$ cat src/sv/pbsf_pkg.sv
// ----------------------------------------------------------------------------
// pbsf_pkg
// Shared types, constants and helper functions for the protobuf scalar
// field encoder: encoding kinds, wire types and varint byte packing.
// ----------------------------------------------------------------------------
package pbsf_pkg;

    // Field geometry.
    localparam int IndexW   = 29;
    localparam int ValueW   = 64;
    localparam int MaxBytes = 15;
    localparam int BufW     = MaxBytes * 8;
    localparam int CountW   = 4;
    localparam int TagW     = IndexW + 3;

    // A varint of 64 bits spans ten groups of seven bits.
    localparam int VarGroups = 10;
    localparam int VarBitsW  = VarGroups * 7;
    localparam int VarBytesW = VarGroups * 8;

    localparam logic [7:0] ContBit = 8'h80;

    // Encoding kinds carried on the input user bits.
    typedef enum logic [1:0] {
        ENC_VARINT  = 2'd0,
        ENC_ZIGZAG  = 2'd1,
        ENC_FIXED32 = 2'd2,
        ENC_FIXED64 = 2'd3
    } enc_kind_t;

    // Protobuf wire types.
    localparam logic [2:0] WT_VARINT  = 3'd0;
    localparam logic [2:0] WT_FIXED64 = 3'd1;
    localparam logic [2:0] WT_FIXED32 = 3'd5;

    // Encoded field handed from the encoder to the byte serializer.
    typedef struct packed {
        logic [BufW-1:0]   bytes;
        logic [CountW-1:0] count;
    } enc_field_t;

    // Number of bytes a varint of this value takes (one to ten).
    function automatic logic [CountW-1:0] varint_len(input logic [ValueW-1:0] v);
        logic [VarBitsW-1:0] w;
        logic [CountW-1:0]   n;
        w = VarBitsW'(v);
        n = CountW'(1);
        for (int i = 1; i < VarGroups; i++) begin
            if (|w[7*i +: 7]) begin
                n = CountW'(i + 1);
            end
        end
        return n;
    endfunction

    // Varint bytes of a value, first byte lowest; bytes past len are zero.
    function automatic logic [VarBytesW-1:0] varint_bytes(input logic [ValueW-1:0] v,
                                                          input logic [CountW-1:0] len);
        logic [VarBitsW-1:0]  w;
        logic [VarBytesW-1:0] b;
        w = VarBitsW'(v);
        b = '0;
        for (int i = 0; i < VarGroups; i++) begin
            b[8*i +: 8] = {(CountW'(i + 1) < len), w[7*i +: 7]};
        end
        return b;
    endfunction

endpackage

$ cat src/sv/pbsf_field_enc.sv
// ----------------------------------------------------------------------------
// pbsf_field_enc
// Combinational encoder: builds the tag varint and the value bytes of one
// field and packs them into a byte buffer with a byte count.
// ----------------------------------------------------------------------------
module pbsf_field_enc
    import pbsf_pkg::*;
(
    input  logic [IndexW-1:0] field_index,
    input  enc_kind_t         encoding,
    input  logic              is_float,
    input  logic [ValueW-1:0] value,
    output enc_field_t        field
);

    logic [IndexW-1:0]    number;
    logic [2:0]           wire_type;
    logic                 is_zero;
    logic [TagW-1:0]      tag;
    logic [CountW-1:0]    tag_len;
    logic [VarBytesW-1:0] tag_bytes;
    logic [ValueW-1:0]    zz_value;
    logic [ValueW-1:0]    var_src;
    logic [CountW-1:0]    val_len;
    logic [VarBytesW-1:0] val_bytes;
    logic [BufW-1:0]      val_wide;
    logic [BufW-1:0]      val_placed;

    // Field number wraps in its own width.
    assign number = field_index + IndexW'(1);

    // Zero test and wire type per encoding.
    always_comb begin
        case (encoding)
            ENC_FIXED32: begin
                wire_type = WT_FIXED32;
                is_zero   = (value[31:0] == 32'h0)
                         || (is_float && (value[31:0] == 32'h8000_0000));
            end
            ENC_FIXED64: begin
                wire_type = WT_FIXED64;
                is_zero   = (value == 64'h0)
                         || (is_float && (value == 64'h8000_0000_0000_0000));
            end
            default: begin
                wire_type = WT_VARINT;
                is_zero   = (value == 64'h0);
            end
        endcase
    end

    // Tag varint.
    assign tag       = {number, wire_type};
    assign tag_len   = varint_len(ValueW'(tag));
    assign tag_bytes = varint_bytes(ValueW'(tag), tag_len);

    // Zigzag maps the sign into bit zero.
    assign zz_value = {value[ValueW-2:0], 1'b0} ^ {ValueW{value[ValueW-1]}};
    assign var_src  = (encoding == ENC_ZIGZAG) ? zz_value : value;

    // Value bytes and their count.
    always_comb begin
        case (encoding)
            ENC_FIXED32: begin
                val_len   = CountW'(4);
                val_bytes = VarBytesW'(value[31:0]);
            end
            ENC_FIXED64: begin
                val_len   = CountW'(8);
                val_bytes = VarBytesW'(value);
            end
            default: begin
                val_len   = varint_len(var_src);
                val_bytes = varint_bytes(var_src, val_len);
            end
        endcase
    end

    // Place the value bytes right after the tag, which is one to five bytes.
    assign val_wide = BufW'(val_bytes);
    always_comb begin
        case (tag_len)
            CountW'(1): val_placed = val_wide << 8;
            CountW'(2): val_placed = val_wide << 16;
            CountW'(3): val_placed = val_wide << 24;
            CountW'(4): val_placed = val_wide << 32;
            default:    val_placed = val_wide << 40;
        endcase
    end

    // A zero value gives an empty field.
    always_comb begin
        field.bytes = BufW'(tag_bytes[39:0]) | val_placed;
        field.count = is_zero ? '0 : (tag_len + val_len);
    end

endmodule

$ cat src/sv/pbsf_byte_ser.sv
// ----------------------------------------------------------------------------
// pbsf_byte_ser
// Result register: holds one encoded field and shifts it out one byte per
// word, marking the final byte. Reloads in the cycle the final byte leaves.
// ----------------------------------------------------------------------------
module pbsf_byte_ser
    import pbsf_pkg::*;
(
    input  logic       aclk,
    input  logic       aresetn,
    input  logic       load_valid,
    output logic       load_ready,
    input  enc_field_t load_field,
    output logic       m_tvalid,
    input  logic       m_tready,
    output logic [7:0] m_tdata,   // out_byte [7:0]
    output logic       m_tlast
);

    logic [BufW-1:0]   buf_reg;
    logic [BufW-1:0]   buf_next;
    logic [CountW-1:0] cnt_reg;
    logic [CountW-1:0] cnt_next;
    logic              load;
    logic              take;

    assign m_tvalid   = (cnt_reg != '0);
    assign m_tlast    = (cnt_reg == CountW'(1));
    assign m_tdata    = buf_reg[7:0];
    assign take       = m_tvalid && m_tready;
    assign load_ready = !m_tvalid || (take && m_tlast);
    assign load       = load_valid && load_ready;

    // Load a new field or shift out the byte just taken.
    always_comb begin
        buf_next = buf_reg;
        cnt_next = cnt_reg;
        if (load) begin
            buf_next = load_field.bytes;
            cnt_next = load_field.count;
        end else if (take) begin
            buf_next = buf_reg >> 8;
            cnt_next = cnt_reg - CountW'(1);
        end
    end

    // Byte buffer carries no reset.
    always_ff @(posedge aclk) begin
        buf_reg <= buf_next;
    end

    // Byte count is control state.
    always_ff @(posedge aclk) begin
        if (!aresetn) begin
            cnt_reg <= '0;
        end else begin
            cnt_reg <= cnt_next;
        end
    end

    // A byte that is not the last is always followed by another.
    a_follow_on: assert property (@(posedge aclk) disable iff (!aresetn)
        (take && !m_tlast) |=> m_tvalid)
        else $error("pbsf_byte_ser: field cut short");

    // The next byte is the one behind the byte taken.
    a_shift_order: assert property (@(posedge aclk) disable iff (!aresetn)
        (take && !m_tlast) |=> (m_tdata == $past(buf_reg[15:8])))
        else $error("pbsf_byte_ser: byte order broken");

    // After the last byte with no reload, the output goes idle.
    a_idle_after_last: assert property (@(posedge aclk) disable iff (!aresetn)
        (take && m_tlast && !load_valid) |=> !m_tvalid)
        else $error("pbsf_byte_ser: byte invented after last");

    // A loaded non-empty field shows its first byte next cycle.
    a_load_shows: assert property (@(posedge aclk) disable iff (!aresetn)
        (load && (load_field.count != '0)) |=>
            (m_tvalid && (m_tdata == $past(load_field.bytes[7:0]))))
        else $error("pbsf_byte_ser: loaded field not presented");

endmodule

$ cat src/sv/protobuf_scalar_field_encoder_unit.sv
// The first byte of a field is offered once the field has passed the input register and
// been loaded into the byte register, which takes it only when the byte register is free.
// Throughput: one output byte per cycle while m_tready is high; a field holds 2 to 15 bytes,
// and a zero field passes through the input register without giving any output byte.
// The input register takes a new field while the byte register still drains the last one.
// Reset: synchronous active-low aresetn empties both registers; no outputs follow reset.
// ----------------------------------------------------------------------------
// protobuf_scalar_field_encoder_unit
// Encodes one scalar field per input word into protobuf wire bytes: tag
// varint followed by a varint, zigzag varint, fixed32 or fixed64 value.
// ----------------------------------------------------------------------------
module protobuf_scalar_field_encoder_unit
    import pbsf_pkg::*;
(
    input  logic        aclk,
    input  logic        aresetn,
    input  logic        s_tvalid,
    output logic        s_tready,
    input  logic [95:0] s_tdata,   // field_index [28:0], value [92:29], zero [95:93]
    input  logic [2:0]  s_tuser,   // encoding [1:0], is_float [2]
    output logic        m_tvalid,
    input  logic        m_tready,
    output logic [7:0]  m_tdata,   // out_byte [7:0]
    output logic        m_tlast    // last_byte
);

    logic              in_valid_reg;
    logic [IndexW-1:0] in_index_reg;
    enc_kind_t         in_enc_reg;
    logic              in_float_reg;
    logic [ValueW-1:0] in_value_reg;
    logic              ser_ready;
    logic              s_take;
    enc_field_t        enc_field;

    assign s_tready = !in_valid_reg || ser_ready;
    assign s_take   = s_tvalid && s_tready;

    // Input register payload.
    always_ff @(posedge aclk) begin
        if (s_take) begin
            in_index_reg <= s_tdata[IndexW-1:0];
            in_value_reg <= s_tdata[IndexW +: ValueW];
            in_enc_reg   <= enc_kind_t'(s_tuser[1:0]);
            in_float_reg <= s_tuser[2];
        end
    end

    // Input register occupancy.
    always_ff @(posedge aclk) begin
        if (!aresetn) begin
            in_valid_reg <= 1'b0;
        end else if (s_tready) begin
            in_valid_reg <= s_tvalid;
        end
    end

    // Field encoder between the two registers.
    pbsf_field_enc u_enc (
        .field_index (in_index_reg),
        .encoding    (in_enc_reg),
        .is_float    (in_float_reg),
        .value       (in_value_reg),
        .field       (enc_field)
    );

    // Byte serializer holding the result.
    pbsf_byte_ser u_ser (
        .aclk       (aclk),
        .aresetn    (aresetn),
        .load_valid (in_valid_reg),
        .load_ready (ser_ready),
        .load_field (enc_field),
        .m_tvalid   (m_tvalid),
        .m_tready   (m_tready),
        .m_tdata    (m_tdata),
        .m_tlast    (m_tlast)
    );

endmodule

$ cat config.mk
export PLATFORM = sky130hd
export DESIGN_NAME = protobuf_scalar_field_encoder_unit
export DESIGN_NICKNAME = d
export VERILOG_FILES = /design/src/sv/pbsf_pkg.sv /design/src/sv/pbsf_field_enc.sv /design/src/sv/pbsf_byte_ser.sv /design/src/sv/protobuf_scalar_field_encoder_unit.sv
export SDC_FILE = /design/constraint.sdc
export NUM_CORES = 1
export LEC_CHECK = 0
export BUFFER_PORTS_ARGS = -buffer_cell sky130_fd_sc_hd__buf_4
export CAP_MARGIN = 25
export CORE_ASPECT_RATIO = 0.5
export CORE_MARGIN = 4
export CORE_UTILIZATION = 50
export CTS_BUF_LIST = sky130_fd_sc_hd__clkbuf_8
export CTS_CLUSTER_DIAMETER = 60
export DETAILED_ROUTE_END_ITERATION = 6
export GPL_ROUTABILITY_DRIVEN = 1
export PLACE_DENSITY = 0.69
export SLEW_MARGIN = 25
export SYNTH_ARGS = -nofsm -noshare
export SYNTH_HDL_FRONTEND = slang
export SYNTH_SLANG_ARGS = --single-unit
$ cat constraint.sdc
create_clock -name aclk -period 5.1 [get_ports aclk]
set_clock_uncertainty 0.1 [all_clocks]
set_input_delay 0.51 -clock aclk [delete_from_list [all_inputs] [get_ports aclk]]
set_output_delay 0.51 -clock aclk [all_outputs]
set_load 0.02 [all_outputs]
==> impl_metrics.env <==
export IMPL_root_buffer="clkbuf_8"
export IMPL_fin_nets=1597
export IMPL_dp_hpwl_microns=28500
export IMPL_grtUsageTotal_pct=27.2
export IMPL_clock_sinks=215
export IMPL_crit_chain="nand4_1 -> or4_1 -> or3_4 -> a2bb2oi_1 -> a221oi_4 -> buf_4 -> nand3_4 -> o221ai_1 -> o22ai_1 -> o21ai_0"
export IMPL_holdPathStages=1
export IMPL_clk_latency_ps=560
export IMPL_min_period_ps=4360
export IMPL_clock_fmax_ghz=0.230
export IMPL_ff_latch_area_sq_um=6410
export IMPL_fin_area_sq_um=15300
export IMPL_ctsHoldBuffers=9
export IMPL_worstHoldStart="s_tdata[40]"
export IMPL_hold_path_class="input pin to flop"
export IMPL_fin_crit_sh_pct=85.4
export IMPL_seq_area_frac_synth_pct=47.5
export IMPL_dr_pass1_iters=7
export IMPL_reg2reg_from="in_index_reg[6]$_DFFE_PP_"
export IMPL_leakage_nw=5.26
export IMPL_fp_dieH_microns=124
export IMPL_cts_resized=0
export IMPL_power_density_nw_per_um2=472
export IMPL_r2r_end="u_ser.buf_reg[57]$_DFFE_PP_"
export IMPL_failed_checks="design-rule violations"
export IMPL_clkTransAtPathRegs_ps=60
export IMPL_rsz0062_at_grt="no"
export IMPL_synth_nets=1537
export IMPL_end_kind="flop"
export IMPL_wirelength_microns=41600
export IMPL_postCtsSetupBuffers=0
export IMPL_maxSlewViolCount=0
export IMPL_fill_cells=2298
export IMPL_fin_util_pct=57.6
export IMPL_synth_avg_cell_area_sq_um=9.47
export IMPL_grt_max_degree=95
export IMPL_synth_edf_count=210
export IMPL_largest_reg_flops=114
export IMPL_die_area_sq_um=29800
export IMPL_grt_pass1_wl_microns=63400
export IMPL_worst_pin_slew_ps=1160
export IMPL_start_kind="flop"
export IMPL_setup_tns_ps=0
export IMPL_synth_yosys_warnings=0
export IMPL_die_w_microns=240
export IMPL_cts_tree="yes"
export IMPL_grt_overflow=0
export IMPL_row_count=42
export IMPL_r2r_slack_ps=740
export IMPL_async_flop_share_pct=0
export IMPL_critical_path_class="flop to flop"
export IMPL_drv_cap=0
export IMPL_hold_path_end="in_value_reg[11]$_DFFE_PP_"
export IMPL_antenna_found_initial=1
export IMPL_grt_pass1_vias=11168
export IMPL_ios=114
export IMPL_ys_seq_elements=215
export IMPL_gp_congestion=0.981
export IMPL_place_area_sq_um=14400
export IMPL_status="finished, violations left"
export IMPL_max_stage_delay_ps=610
export IMPL_cpMaxStageDelayCell="buf_4"
export IMPL_crit_arrival_ps=4610
export IMPL_avgRoutedWirePerCell_microns=22.3
export IMPL_vias_per_cell=6.64
export IMPL_crit_buf_inv=1
export IMPL_vias=12375
export IMPL_route_antenna_remaining_nets=0
export IMPL_drt_initial_drc_count=2076
export IMPL_area_growth_pct=13.0
export IMPL_portBuffers=110
export IMPL_drc=2
export IMPL_cpLargestDelayFamily="simple AND/OR/NAND/NOR gates"
export IMPL_cts_buffers=34
export IMPL_htreeDepth=2
export IMPL_maxSlewHeadroom_pct=22.0
export IMPL_syn_inst=1425
export IMPL_synth_cell_types=78
export IMPL_clockBufferDepth=3
export IMPL_synth_flop_cell="edfxtp_1"
export IMPL_ff2ff_path_depth=10
export IMPL_timing_hold_violations_final=0
export IMPL_crit_fanout=59
export IMPL_drive_gt1_share_pct=14.0
export IMPL_multiInputGateArea_sq_um=6480
export IMPL_required_ps=5360
export IMPL_syn_area_sq_um=13500
export IMPL_final_setup_viol_count=0
export IMPL_start_util_pct=50.9
export IMPL_diodes=0
export IMPL_core_sq_um=26500
export IMPL_ir_drop_mv=0.268
==> final cells by class <==
type                       instances  share of cell area [%]
clock buffer                      37                    3.34
inverter                          18                   0.443
timing repair buffer             153                    7.96
sequential                       215                    42.0
tap                              352                    2.89
multi-input combinational       1063                    42.5
clock inverter                    25                   0.869
==> cells in the mapped netlist, types with 6 or more instances <==
library cell	count	area share, %
edfxtp_1	210	47
a22oi_1	10	0.56
o21ai_0	91	3.4
buf_1	11	0.31
a211oi_1	58	3.2
nand2_1	155	4.3
o221ai_1	34	2.2
and2_1	8	0.37
a21o_1	7	0.39
xor2_1	10	0.65
nand2b_1	7	0.32
o21ai_1	15	0.56
o21a_1	10	0.56
a22o_1	18	1.2
nor2_1	130	3.6
o211ai_1	22	1.2
xnor2_1	81	5.3
o22ai_1	49	2.3
and3_1	9	0.42
or4_1	19	1.1
a31oi_1	12	0.56
nor4_1	13	0.60
inv_1	17	0.47
ha_1	8	0.74
nor2b_1	6	0.28
a21oi_1	127	4.7
nor3_1	20	0.74
clkbuf_1	84	2.3
nand3_1	29	1.1
or3_1	6	0.28
buf_2	20	0.74
o221a_2	7	0.58
nand4_1	21	0.97
buf_4	11	0.61
==> report_power, final <==
group | leakage, nW | internal [mW] | total [mW] | switching (mW)
combinational | 2.82 | 0.856 | 2.52 | 1.67
clock | 0.360 | 0.723 | 1.45 | 0.726
sequential | 2.08 | 2.89 | 3.23 | 0.342
total | 5.26 | 4.47 | 7.21 | 2.74
==> metal layers <==
metal	up-vias	wire [microns]	GRT usage, %
li1	5576	-	-
met1	5848	18000	41.5
met2	864	17200	38.2
met3	85	5610	6.92
met4	2	782	7.49
met5	-	13	0
==> kinds of logic after synthesis <==
logic type,share of synthesized area [%]
and+or+nand+nor,15.5
DFF,47.5
buffers and inverters,4.75
AOI/OAI and AO/OA,25.1
muxes,0.306
xor gates and xnor gates,5.91
adders and majority gates,0.890
other,0.0278
==> metrics by stage <==
step	power, mW	instances	hold slack (ps)	setup WS [ps]
detailed placement	5.69	1785	406	850
finish	7.21	1863	22.6	743
floorplan	4.90	1425	384	716
CTS	7.15	1856	0.440	824
global placement	5.61	1785	391	931
global route	7.58	1863	1.53	524
==> placed cells by master, fill, tap and decap left out, types with 16 or more instances in the layout <==
master	instances
nor3_1	20
a21oi_1	127
o22ai_1	49
o221ai_1	34
nand2_1	155
o211ai_1	22
inv_1	26
dlygate4sd3_1	16
nor2_1	130
buf_4	135
edfxtp_1	210
a22o_1	18
clkbuf_8	37
nand3_1	28
o21ai_0	89
a211oi_1	58
nand4_1	21
or4_1	19
o21ai_1	17
xnor2_1	81
==> worst reg2reg max path, delay by kind of cell (launching register included) <==
kind / cells / cell delay [ps]
DFF: 1 / 510
and+or+nand+nor: 4 / 1680
AOI/OAI and AO/OA: 5 / 1260
buffers and inverters: 1 / 610
==> worst max path at each step <==
stage,start,end,slack [ps],depth (start not counted)
finish,in_index_reg[6]$_DFFE_PP_,u_ser.buf_reg[57]$_DFFE_PP_,740,10
global route,in_index_reg[6]$_DFFE_PP_,u_ser.buf_reg[57]$_DFFE_PP_,520,10
CTS,in_enc_reg[1]$_DFFE_PP_,u_ser.cnt_reg[3]$_SDFFE_PN0P_,820,13
detailed placement,in_enc_reg[1]$_DFFE_PP_,u_ser.cnt_reg[3]$_SDFFE_PN0P_,850,13
global placement,in_index_reg[6]$_DFFE_PP_,u_ser.buf_reg[63]$_DFFE_PP_,930,10
floorplan,u_ser.cnt_reg[0]$_SDFFE_PN0P_,in_enc_reg[0]$_DFFE_PP_,720,5
(Power assumes the default switching activity.)
